==> config.mk <==
export PLATFORM = sky130hd
export DESIGN_NAME = swm_cell
export DESIGN_NICKNAME = d
export VERILOG_FILES = /design/src/design/swm_pkg.sv /design/src/design/swm_cell.sv
export SDC_FILE = /design/constraint.sdc
export NUM_CORES = 1
export LEC_CHECK = 0
export BUFFER_PORTS_ARGS = -buffer_cell sky130_fd_sc_hd__buf_2
export CAP_MARGIN = 25
export CORE_MARGIN = 4
export CORE_UTILIZATION = 25
export DETAILED_ROUTE_END_ITERATION = 10
export PLACE_DENSITY = 0.54
export SYNTH_ARGS = -nofsm -noshare
export SYNTH_HDL_FRONTEND = slang
export SYNTH_SLANG_ARGS = --single-unit
==> constraint.sdc <==
create_clock -name clk_i -period 2.33 [get_ports clk_i]
set_input_delay 0.1165 -clock clk_i [delete_from_list [all_inputs] [get_ports clk_i]]
set_output_delay 0.1165 -clock clk_i [all_outputs]
set_load 0.05 [all_outputs]
==> src/design/swm_pkg.sv <==
`timescale 1ns / 1ps
`default_nettype none

package swm_pkg;

  // Fixed field widths
  localparam int unsigned SAMPLE_W = 32;
  localparam int unsigned WIN_W    = 9;

  // Default depth of the cell row
  localparam int unsigned DEF_MAX_WINDOW = 256;

  // Window size after reset
  localparam logic [WIN_W-1:0] WIN_RESET = WIN_W'(1);

  typedef logic signed [SAMPLE_W-1:0] sample_t;

  // Control broadcast to every cell of the row
  typedef struct packed {
    logic load;   // a transaction was accepted this cycle
    logic first;  // that transaction starts a new sequence
  } cell_ctl_t;

endpackage

`default_nettype wire

==> src/design/swm_cell.sv <==
`timescale 1ns / 1ps
`default_nettype none

// One cell of the row: holds the maximum of the newest (index+1) samples.
module swm_cell import swm_pkg::*; (
  input  logic      clk_i,
  input  cell_ctl_t ctl_i,
  input  sample_t   sample_i,  // newest sample, broadcast
  input  sample_t   prev_i,    // running max held by the neighbor on the newer side
  output sample_t   next_o,    // value this cell takes at the coming edge
  output sample_t   max_o      // value held now, handed to the older neighbor
);

  sample_t max_q, max_d;

  // New running max; a new sequence restarts every cell at the sample
  always_comb begin
    if (ctl_i.first) begin
      max_d = sample_i;
    end else if (prev_i > sample_i) begin
      max_d = prev_i;
    end else begin
      max_d = sample_i;
    end
  end

  always_ff @(posedge clk_i) begin
    if (ctl_i.load) begin
      max_q <= max_d;
    end
  end

  assign next_o = max_d;
  assign max_o  = max_q;

endmodule

`default_nettype wire

# Word level (Yosys, flattened, before mapping)
# Index checks and enable logic that the tools add are counted.
# word_totals
ff_bits	32
latch_bits	0
wordCells	4
output_inout_bits	64
ramBits	0
n_memories	0
romBits	0
in_bits	67
# classes
mul	0
mux	2
div_mod_pow	0
n_addsub	0
shifts	0
eq_ne	0
magnitude_cmp	1
reduce_logical	0
n_bitwise	0
# ops
operator	n
32-bit two-way mux	2
32-bit greater-than comparator	1

# Longest topological paths before layout
# logic_depth
ltp_word	3
depth_mapped	11
ltp_nobuf	8

# Worst setup path before layout
# OpenSTA, ideal clock, no wires.
# synth_timing
path_kind	in2reg
startpoint	input port sample_i[31]
endpoint	register max_q[31], in the netlist max_o[31] (data pin)
setup_time_ns	0.360
path_slack_ns	-0.632
t_required_ns	1.970
path_buffers	3
path_stages	10
arrival_time_ns	2.602
cell_sequence	inv_1 > ha_1 > buf_4 > nand4_4 > or4_4 > nor2_1 > nor2_1 > buf_2 > buf_1 > o2111ai_1
# synth_via
elab_chain_cells	3
# synth_lines
item	line	rtl
start, declared	swm_cell.sv:8	input sample_t sample_i,
32-bit greater-than comparator	swm_cell.sv:20	end else if (prev_i > sample_i) begin
32-bit two-way mux	swm_cell.sv:20	
32-bit two-way mux (*)	swm_cell.sv:18	if (ctl_i.first) begin
net next_o[31]	swm_cell.sv:10	output sample_t next_o,
end signal, assigned	swm_cell.sv:29	max_q <= max_d;
end, declared	swm_cell.sv:14	sample_t max_q, max_d;
# Mark *: on every way through the listed nets, which the timed path passes. The rest lies on a longest branch.
# A chain may end at the register's enable or synchronous reset.

# Final worst setup path
# layout_timing
startpoint	input port sample_i[22]
endpoint	output port next_o[30]
# layout_via
elab_chain_cells	3
# layout_lines
item	line
32-bit greater-than comparator	swm_cell.sv:20
32-bit two-way mux	swm_cell.sv:20
32-bit two-way mux	swm_cell.sv:18
end, declared	swm_cell.sv:10
# Every way passes these cells.

==> impl_metrics.json <==
{
  "outcome": "finished, violations left",
  "violations": "setup timing",
  "fin_cells": 891,
  "synthesis.nets": 564,
  "final_nets": 779,
  "coreArea_um2": 15430,
  "ys_seq_elements": 32,
  "synth_warnings": 0,
  "drtIter0Drc": 253,
  "via_count": 4882,
  "synth_mux_area_share_pct": 0,
  "crit_chain": "buf_8 > inv_4 > ha_4 > nand4_1 > or4_4 > o21bai_4 > buf_12 > clkbuf_16 > a211o_1 > o221a_1 > o2111ai_2 > buf_6",
  "path_max_fanout": 5,
  "hold_path_startpoint": "sample_i[0]",
  "yosysSeqAreaShare_pct": 24.01,
  "synth_area_um2": 4003,
  "wire_per_inst_um": 19.66,
  "root_buffer": "clkbuf_16",
  "synth-simple-area-share_pct": 29.48,
  "cap_violations": 0,
  "final_cell_area_um2": 7650,
  "antenna_found_initial": 0,
  "synth_xor_area_share_pct": 0,
  "placed_cells": 851,
  "largest_register_ffs": 32,
  "clk_pin_slew_ps": 60,
  "hold_buffers": 0,
  "n_antenna_cell": 0,
  "final_max_slew_viol_count": 0,
  "placed_cell_area_um2": 6183,
  "start_util_pct": 25.94,
  "crit_path_max_incr_delay_ps": 610,
  "critPathCaptureType": "output pin",
  "dieWidth_um": 134.5,
  "pre_cts_ws_ps": -289.4,
  "hold_violations": 0,
  "cts_buffers": 5,
  "rsz0062_at_grt": "yes",
  "port_buffers": 130,
  "synth-main-ff-cell": "edfxtp_1",
  "die-area_um2": 18100,
  "grt_pass1_vias": 5069,
  "synth_top_family_by_area": "simple AND/OR/NAND/NOR gates",
  "synthArstFlopShare_pct": 0,
  "first_pass_iters": 4,
  "ant_nets": 0,
  "synth-compound-area-share_pct": 27.13,
  "pin_count": 131,
  "power_w": 0.003700,
  "period_share_pct": 107.1,
  "worst_slew_pin_slew_ps": 860.9,
  "synthAdderAreaFrac_pct": 10.00,
  "synth_cell_types": 32,
  "cp.arrival_ps": 2380,
  "viasPerCell": 5.479,
  "cts_tree": "yes",
  "grt-ovfl-total": 0,
  "fmax_ghz": 0.4007,
  "synth.avg_cell_area_um2": 8.608,
  "hold_class": "in2reg",
  "power_density_nw_per_um2": 483.7,
  "clk_path_buf_depth": 2,
  "dieHeight_um": 134.5,
  "wl_um": 17510,
  "drcViolationCount": 0,
  "start_kind": "input port",
  "cts.htree.levels": 2,
  "path_class": "in2out",
  "setup_slack_ps": -165.4,
  "ir_drop_v": 0.0002436,
  "p_leak_nw": 2.934,
  "placementRows": 45,
  "layout-drive-gt1-share_pct": 55.44,
  "critPathRequiredTime_ps": 2210,
  "critPathSlowestCell": "or4_4",
  "grt_pass1_wl_um": 27180,
  "cts.sink_count": 32,
  "maxSlewHeadroom_pct": 42.61,
  "synthCells": 465,
  "gp_congestion": 0.8082,
  "area_delta_synth_final_pct": 91.12,
  "post-route-min-period_ps": 2495,
  "grtUsageTotal_pct": 18.95,
  "synth_edf_count": 32,
  "setup_violations": 32,
  "cp-startpoint": "sample_i[22]",
  "dp_hpwl_um": 10640,
  "grt_max_degree": 111
}
==> metal layers <==
| metal | global-route usage, % | part of all wire, % |
|---|---|---|
| met1 | 23.78 | 43 |
| met3 | 3.539 | 5.4 |
| met4 | 5.090 | 1.9 |
| met5 | 0 | 0 |
| met2 | 33.35 | 49 |
==> synth_stat cells (5+ instances only) <==
cell type | instances | area share [%]
nand4_1 | 71 | 11
nand2_1 | 40 | 3.8
inv_1 | 33 | 3.1
nand2b_1 | 33 | 5.2
a211o_1 | 32 | 7.0
clkbuf_1 | 32 | 3.0
edfxtp_1 | 32 | 24
ha_1 | 32 | 10
nand4b_1 | 32 | 7.0
o2111ai_1 | 31 | 6.8
o221a_1 | 26 | 7.3
buf_2 | 15 | 1.9
a21oi_1 | 13 | 1.6
buf_1 | 7 | 0.66
o221a_2 | 6 | 1.7
o21ai_0 | 5 | 0.63
==> cells in the final DEF, fill, tap and decap left out, drive strengths merged <==
| cell type | instances |
|---|---|
| a221oi | 2 |
| o211ai | 1 |
| and2 | 1 |
| clkbuf | 10 |
| ha | 32 |
| nor2b | 1 |
| o2111ai | 31 |
| nand2 | 40 |
| o21ai | 5 |
| nand4 | 72 |
| nand3 | 2 |
| clkinv | 1 |
| o221a | 32 |
| a22oi | 1 |
| nor2 | 4 |
| a211o | 32 |
| nand2b | 33 |
| a2111o | 1 |
| edfxtp | 32 |
| a21oi | 13 |
| nor3 | 1 |
| a31oi | 1 |
| o21bai | 1 |
| nor4b | 1 |
| nand4b | 32 |
| or4 | 3 |
| buf | 262 |
| inv | 33 |
==> worst max-delay path: cells and delay by family <==
kind	cells	cell delay (ps)
AOI/OAI and AO/OA	4	620
adders and majority gates	1	250
buffers and inverters	5	600
and+or+nand+nor	2	780
==> logic make-up after synthesis <==
group	Yosys count
adders and majority gates	32
and+or+nand+nor	190
buffers and inverters	91
DFF	32
AOI/OAI and AO/OA	120
==> final timing paths <==
path,depth (start not counted),endpoint,slack [ps]
setup / recovery,12,next_o[30],-170
hold / removal,3,max_o[0]$_DFFE_PP_,260
==> power by group <==
group / internal (W) / leakage (nW) / switching (W)
Combinational: 0.000938 / 2.55 / 0.00134
Clock: 0.000389 / 0.0667 / 0.000280
Sequential: 0.000736 / 0.313 / 0.0000172
Total: 0.00206 / 2.93 / 0.00164
==> cell type report <==
type / instances / area, um2
Inverter: 33 / 178.9
Clock inverter: 1 / 5.005
Clock buffer: 6 / 128.9
Tap cell: 211 / 264.0
Timing Repair Buffer: 266 / 2531
Fill cell: 1430 / 7777
Sequential cell: 32 / 960.9
Multi-Input combinational cell: 342 / 3581
==> per-stage QoR <==
step	hold slack [ps]	utilization (%)	setup TNS, ps
after floorplan	229.0	-	-4546
after CTS	250.0	47.97	-3875
final	261.0	49.59	-4416
after global routing	275.4	49.59	-7299
after detailed placement	532.4	40.08	-13520
after global placement	531.1	40.08	-10670
==> timing repair <==
item	in CTS	in global routing
buffers inserted	18	2
setup endpoints to repair	32	34
resized for setup	161	27
pin swaps	15	19
cloned	10	4
No activity file was read; power rests on OpenSTA's default activity.
