<file path="config.mk">
export PLATFORM = sky130hd
export DESIGN_NAME = swm_grp_sel
export DESIGN_NICKNAME = d
export VERILOG_FILES = /design/src/design/swm_pkg.sv /design/src/design/swm_grp_sel.sv
export SDC_FILE = /design/constraint.sdc
export NUM_CORES = 1
export LEC_CHECK = 0
export BUFFER_PORTS_ARGS = -buffer_cell sky130_fd_sc_hd__buf_2
export CORE_AREA = 2 2 213 215
export CTS_BUF_LIST = sky130_fd_sc_hd__clkbuf_8
export DETAILED_ROUTE_END_ITERATION = 7
export DIE_AREA = 0 0 215 217
export MAX_ROUTING_LAYER = met4
export PLACE_DENSITY = 0.38
export SYNTH_ARGS = -nofsm -noshare
export SYNTH_HDL_FRONTEND = slang
export SYNTH_SLANG_ARGS = --single-unit
export TNS_END_PERCENT = 20
</file>
<file path="constraint.sdc">
create_clock -name clk_i -period 2.1 [get_ports clk_i]
set_input_delay 0.21 -clock clk_i [delete_from_list [all_inputs] [get_ports clk_i]]
set_output_delay 0.21 -clock clk_i [all_outputs]
set_load 0.01 [all_outputs]
</file>
<file path="src/design/swm_pkg.sv">
`timescale 1ns / 1ps
`default_nettype none

package swm_pkg;

  // Fixed field widths
  localparam int unsigned SAMPLE_W = 32;
  localparam int unsigned WIN_W    = 9;

  // Default depth of the cell row
  localparam int unsigned DEF_MAX_WINDOW = 256;

  // Window size after reset
  localparam logic [WIN_W-1:0] WIN_RESET = WIN_W'(1);

  typedef logic signed [SAMPLE_W-1:0] sample_t;

  // Control broadcast to every cell of the row
  typedef struct packed {
    logic load;   // a transaction was accepted this cycle
    logic first;  // that transaction starts a new sequence
  } cell_ctl_t;

endpackage

`default_nettype wire

</file>
<file path="src/design/swm_grp_sel.sv">
`timescale 1ns / 1ps
`default_nettype none

// First level of the window tap: picks one cell of a group and registers it.
module swm_grp_sel import swm_pkg::*; #(
  parameter int unsigned LoBits = 4
) (
  input  logic              clk_i,
  input  logic              load_i,
  input  logic [LoBits-1:0] sel_i,
  input  sample_t           vals_i [1 << LoBits],
  output sample_t           grp_o
);

  sample_t grp_q;

  always_ff @(posedge clk_i) begin
    if (load_i) begin
      grp_q <= vals_i[sel_i];
    end
  end

  assign grp_o = grp_q;

endmodule

`default_nettype wire

</file>
Word-level counts from Yosys, hierarchy flattened
Cells that the tools add are included.
Storage, ports and cells
  register bits after elaboration: 32
  logic and storage cells: 6
  output and inout port bits: 32
Cells by class
  muxes and demuxes: 3
  magnitude comparators: 1
  bitwise operators: 1
Operators by type and width (number)
  32-bit binary-select mux with 4-bit select: 1
  32-bit two-way mux: 2
  5-bit >= comparator, second input constant: 1
  4-bit NOT with 5-bit output: 1

Logic depth before layout (Yosys ltp)
Gate-level depths: netlist of run 1.
  word-level depth: 4
  gate-level depth with buffers: 5

Least setup slack after synthesis of run 1
OpenSTA, ideal clock, no wires.
  kind: input to register
  from: in sel_i[0]
  to: reg grp_q[13], in the netlist grp_o[13], data pin
  library setup time: 0.259 ns
  arrival: 1.362 ns
  stages on the path: 5
  slack: 0.479 ns
  buffers on the path: 2
  cell sequence: buf_2 -> buf_4 -> mux4_2 -> a22oi_1 -> nand2_1
Between the ends
  cells in the longest elaborated chain, start to end: 4
RTL lines
  from (decl): line swm_grp_sel.sv:10  | input logic [LoBits-1:0] sel_i,
  4-bit NOT with 5-bit output (not written as such): line swm_grp_sel.sv:19  | grp_q <= vals_i[sel_i];
  32-bit binary-select mux with 4-bit select: line swm_grp_sel.sv:19
  32-bit two-way mux (not written as such) (2 in series): line swm_grp_sel.sv:19
  to (signal assigned): line swm_grp_sel.sv:19
  to (decl): line swm_grp_sel.sv:15  | sample_t grp_q;
No other way between the ends. The select of a mux whose other input is x is not followed.
A chain may end at the register's enable or synchronous reset.

Worst setup path in the final report of run 1
  from: in sel_i[0]
  to: reg grp_q[4], in the netlist grp_o[4], data pin
The elaborated chain is that of the path after synthesis.

==> impl_metrics.env, run 1 <==
export IMPL_critPathRequiredTime_ns=2.20
export IMPL_ctsHoldBuffers=0
export IMPL_worst_path_buf_inv=3
export IMPL_grt_busiest_layer="met2"
export IMPL_fillers=5042
export IMPL_final_util_pct=18.9
export IMPL_grt_max_degree=44
export IMPL_switching_share_pct=34.4
export IMPL_ys_warn_count=0
export IMPL_vias_per_cell=3.98
export IMPL_dp_final_hpwl_um=25600
export IMPL_p_int_mw=1.92
export IMPL_syn_nets=821
export IMPL_cts_sinks=32
export IMPL_timing_final_crit_share_pct=73.9
export IMPL_grt_usage_pct=13.0
export IMPL_portBuffers=549
export IMPL_tightestPinTransition_ns=0.740
export IMPL_finalWorstSetupSlack_ns=0.548
export IMPL_grt_pass1_wl_um=42100
export IMPL_die_h_um=217
export IMPL_holdCritStartpoint="load_i"
export IMPL_crit_type="input port to register"
export IMPL_start_kind="input port"
export IMPL_area_delta_synth_final_pct=80.4
export IMPL_largest_reg_flops=32
export IMPL_regArea_um2=961
export IMPL_drtAntennaViolNets=0
export IMPL_detail_route_wl_per_cell_um=20.7
export IMPL_ys_seq_elements=32
export IMPL_final_hold_violation_count=0
export IMPL_p_per_area_mw_per_mm2=346
export IMPL_crit_path_max_fanout=21
export IMPL_final_cell_area_mm2=0.00846
export IMPL_critPathMaxStageDelay_ns=0.50
export IMPL_clkTransAtPathRegs_ns=0.09
export IMPL_met2_usage_pct=22.6
export IMPL_grt_use_met3_pct=3.03
export IMPL_start_util_pct=10.5
export IMPL_path_cells="clkbuf_8, buf_12, buf_4, mux4_2, a22oi_1, nand2_1"
export IMPL_postCtsSetupBuffers=0
export IMPL_tritoncts="done"
export IMPL_cp_top_family="buffers and inverters"
export IMPL_min_path_type="input port to register"
export IMPL_h_tree_depth=2
export IMPL_drt_pass1_iter_count=4
export IMPL_synth_avg_cell_area_um2=15.5
export IMPL_post_cts_resized=0
export IMPL_syn_area_mm2=0.00469
export IMPL_placed_area_mm2=0.00838
export IMPL_slowest_stage="mux4_2"
export IMPL_pwr_share_seq_pct=28.5
export IMPL_multi_input_area_mm2=0.00353
export IMPL_p_leak_nw=3.81
export IMPL_clock_root_buffer="clkbuf_8"
export IMPL_drc=0
export IMPL_ys_seq_area_share_pct=20.5
export IMPL_antenna_found_initial=5
export IMPL_fmax_ghz=0.644
export IMPL_grt_pass1_vias=6275
export IMPL_cts_buffer_depth=2
export IMPL_drive_gt1_share_pct=84.9
export IMPL_status="complete, no violations"
export IMPL_maxCapViolations=0
export IMPL_synthCells=303
export IMPL_endpoint_kind="register"
export IMPL_ios=550
export IMPL_rsz0062_at_grt="false"
export IMPL_crit_arrival_ns=1.65
export IMPL_die_width_um=215
export IMPL_dieArea_mm2=0.0467
export IMPL_core_mm2=0.0447
export IMPL_ys_types=12
export IMPL_drt_total_wl_um=30100
export IMPL_maxSlewViolCount=0
export IMPL_rows=78
export IMPL_gp_congestion=0.874
export IMPL_drt_iter0_drc=246
export IMPL_dp_slack_ns=0.104
export IMPL_yosys_area_top_type_share_pct=61.5
export IMPL_peakVddDrop_uv=169
export IMPL_max_slew_margin_rel_pct=50.5
export IMPL_min_path_cells=2
export IMPL_critPathLaunch="sel_i[0]"
export IMPL_vias=5789
export IMPL_cts_made_buffers=5
export IMPL_use_met1_pct=15.1
export IMPL_tns_ns=0
export IMPL_final_nets=1369
export IMPL_min_to="grp_o[10]$_DFFE_PP_"
export IMPL_setup_viol=0
export IMPL_fin_crit_ns=1.55
export IMPL_yosys_top_cells_area="mux4_2 61%, edfxtp_1 20%, a22oi_1 10%"
export IMPL_overflow=0
export IMPL_yosysTopAreaCell="mux4_2"
export IMPL_comb_power_share_pct=52.7
export IMPL_p_clk_share_pct=18.8
export IMPL_switchingPower_mw=1.01
[metal layers]
layer | vias to the layer above | part of all wire [%]
met5 | - | 0
met4 | 0 | 1.2
met3 | 17 | 7.0
met2 | 313 | 52
met1 | 2944 | 40
li1 | 2515 | -
[power by group through the flow]
stage	combinational (mW)	sequential [mW]	clock (mW)
after floorplan	0.685	0.881	0
after global routing	1.68	0.844	0.621
after CTS	1.58	0.837	0.618
after detailed placement	1.57	0.851	0
final	1.54	0.836	0.552
after global placement	1.56	0.850	0
[cell usage after synthesis]
cell	n
buf_6	2
edfxtp_1	32
buf_1	9
and2_1	1
clkbuf_1	17
a22oi_1	64
nand2_1	32
nor2_1	1
buf_2	4
buf_4	11
nor2b_1	2
mux4_2	128
[kinds of logic (layout without fill, tap and decap cells)]
| kind of cell | Yosys count | in the layout | synth area share (%) |
|---|---|---|---|
| muxes | 128 | 128 | 61.5 |
| AOI/OAI and AO/OA | 64 | 64 | 10.2 |
| buffers and inverters | 43 | 589 | 4.75 |
| and+or+nand+nor | 36 | 36 | 3.04 |
| DFF | 32 | 32 | 20.5 |
| other | 0 | 5 | 0 |
[cell usage in the layout, fill, tap and decap left out]
| cell | n |
|---|---|
| edfxtp_1 | 32 |
| buf_2 | 547 |
| buf_4 | 26 |
| nor2_4 | 1 |
| mux4_2 | 128 |
| and2_2 | 1 |
| nand2_1 | 32 |
| clkbuf_8 | 6 |
| nor2b_4 | 2 |
| buf_6 | 1 |
| diode_2 | 5 |
| buf_12 | 9 |
| a22oi_1 | 64 |
[worst max-delay path by stage]
stage                               end  depth (start not counted)
floorplan           grp_o[13]$_DFFE_PP_                          5
global placement     grp_o[4]$_DFFE_PP_                          6
detailed placement   grp_o[4]$_DFFE_PP_                          6
CTS                  grp_o[4]$_DFFE_PP_                          6
global route         grp_o[4]$_DFFE_PP_                          6
finish               grp_o[4]$_DFFE_PP_                          6
[through the flow]
| stage | hold slack (ns) | cells | power [mW] |
|---|---|---|---|
| floorplan | 0.322 | 303 | 1.57 |
| global placement | 0.622 | 1444 | 2.41 |
| detailed placement | 0.621 | 1444 | 2.42 |
| CTS | 0.307 | 1449 | 3.04 |
| global route | 0.324 | 1454 | 3.14 |
| finish | 0.351 | 1454 | 2.93 |
[area by class of cell]
cell class / count / share of cell area, %
multi-input combinational: 228 / 41.7
timing repair buffer: 584 / 37.1
sequential: 32 / 11.4
tap: 600 / 8.87
clock buffer: 5 / 0.813
antenna: 5 / 0.148
Power figures use the tool's default switching activity.
==> run 2: changes to the inputs <==
clock period = 1.51 ns   (was 2.1 ns; I/O delays follow)
==> run 2 against run 1 <==
Compared with the run above: hold slack got worse by 0.037 ns; routed wire length fell by 1.4%; cell count rose by 2.1%; global-route usage fell by 0.15 points; count of clock-buffer cells in the layout did not move; combinational power rose by 45%; sequential cell count did not move.
==> impl_metrics.env, run 2 (synthesized netlist as in run 1, its figures left out) <==
export IMPL_status="complete, no violations"
export IMPL_rows=78
export IMPL_overflow=0
export IMPL_area_delta_synth_final_pct=85.9
export IMPL_drt_total_wl_um=29700
export IMPL_finalWorstSetupSlack_ns=0.0470
export IMPL_min_to="grp_o[19]$_DFFE_PP_"
export IMPL_portBuffers=549
export IMPL_grt_max_degree=33
export IMPL_tightestPinTransition_ns=1.07
export IMPL_crit_type="input port to register"
export IMPL_largest_reg_flops=32
export IMPL_timing_final_crit_share_pct=96.9
export IMPL_crit_arrival_ns=1.55
export IMPL_critPathRequiredTime_ns=1.59
export IMPL_peakVddDrop_uv=214
export IMPL_min_path_type="input port to register"
export IMPL_cts_sinks=32
export IMPL_layout_cells_non_filler=1484
export IMPL_gp_congestion=0.879
export IMPL_placedCellCount=1478
export IMPL_timing_hold_ws_ns=0.313
export IMPL_dp_slack_ns=-0.376
export IMPL_start_kind="input port"
export IMPL_fillers=5010
export IMPL_antenna_found_initial=1
export IMPL_postCtsSetupBuffers=0
export IMPL_crit_path_max_fanout=27
export IMPL_drt_iter0_drc=201
export IMPL_min_path_cells=4
export IMPL_p_leak_nw=3.98
export IMPL_die_h_um=217
export IMPL_die_width_um=215
export IMPL_regArea_um2=961
export IMPL_cts_buffer_depth=2
export IMPL_p_per_area_mw_per_mm2=474
export IMPL_start_util_pct=10.5
export IMPL_grt_pass1_wl_um=42200
export IMPL_clock_root_buffer="clkbuf_8"
export IMPL_drive_gt1_share_pct=85.5
export IMPL_vias_per_cell=4.02
export IMPL_grt_usage_pct=12.8
export IMPL_dp_final_hpwl_um=25500
export IMPL_fin_crit_ns=1.46
export IMPL_detail_route_wl_per_cell_um=20.0
export IMPL_final_nets=1403
export IMPL_multi_input_area_mm2=0.00353
export IMPL_vias=5962
export IMPL_drtAntennaViolNets=0
export IMPL_tritoncts="done"
export IMPL_clkTransAtPathRegs_ns=0.08
export IMPL_final_hold_violation_count=0
export IMPL_final_cell_area_mm2=0.00872
export IMPL_fmax_ghz=0.684
export IMPL_dieArea_mm2=0.0467
export IMPL_cts_made_buffers=5
export IMPL_maxSlewViolCount=0
export IMPL_drt_pass1_iter_count=4
export IMPL_maxCapViolations=0
export IMPL_ios=550
export IMPL_endpoint_kind="register"
export IMPL_core_mm2=0.0447
export IMPL_drc=0
export IMPL_max_slew_margin_rel_pct=28.8
export IMPL_final_common_cell="buf_2"
export IMPL_grt_pass1_vias=6498
export IMPL_final_cell_mix="547 x buf_2, 128 x mux4_2, 64 x a22oi_1"
export IMPL_rsz0062_at_grt="true"
export IMPL_placed_area_mm2=0.00865
export IMPL_tns_ns=0
export IMPL_holdCritStartpoint="vals_i[19]"
export IMPL_h_tree_depth=2
export IMPL_setup_viol=0
run 2: changes by cell type in the layout (fill, tap and decap cells not counted), sizes merged:
cell   delta
diode     -4
buf      +34
run 2: layout make-up:
class / instances / share of cell area, %
timing repair buffer: 618 / 39.1
tap: 600 / 8.61
multi-input combinational: 228 / 40.5
sequential: 32 / 11.0
antenna: 1 / 0.0287
clock buffer: 5 / 0.789
run 2: worst max-delay path by stage:
stage | start | endpoint | slack [ns] | cells after the start
final | sel_i[0] | grp_o[4]$_DFFE_PP_ | 0.05 | 6
after CTS | sel_i[3] | grp_o[30]$_DFFE_PP_ | 0.03 | 4
after global placement | sel_i[0] | grp_o[4]$_DFFE_PP_ | -0.35 | 6
after global routing | sel_i[0] | grp_o[4]$_DFFE_PP_ | -0.07 | 6
after floorplan | sel_i[0] | grp_o[10]$_DFFE_PP_ | -0.008 | 5
after detailed placement | sel_i[3] | grp_o[30]$_DFFE_PP_ | -0.38 | 4
run 2: power breakdown:
part	total, mW	switching, mW	internal (mW)
registers	1.15	0.0371	1.12
logic	2.24	0.914	1.32
clock network	0.738	0.438	0.299
run 2: what timing repair did:
item	in CTS	in global routing
hold buffers	0	0
endpoints found under the setup margin	0	3
resized for setup	0	0
hold endpoints to repair	0	0
run 2: metal layers:
metal | vias to the layer above | GRT usage, % | wire length, µm
met5 | - | - | 0
met3 | 21 | 3.10 | 1970
met1 | 3015 | 15.0 | 12100
li1 | 2578 | - | -
met2 | 348 | 21.9 | 15000
met4 | 0 | 3.61 | 620
run 2: critical path, cell delays in order:
cell      delay (ns)
clkbuf_8        0.12
buf_12          0.20
buf_4           0.19
mux4_2          0.51
a22oi_1         0.26
nand2_1         0.08
run 2: per-stage QoR:
| stage | utilization, % | power, mW |
|---|---|---|
| 3_5_place_dp | 19.3 | 3.45 |
| 3_3_place_gp | 19.3 | 3.44 |
| 4_1_cts | 19.5 | 4.28 |
| 2_1_floorplan | - | 2.19 |
| 6_report | 19.5 | 4.13 |
| 5_1_grt | 19.5 | 4.45 |
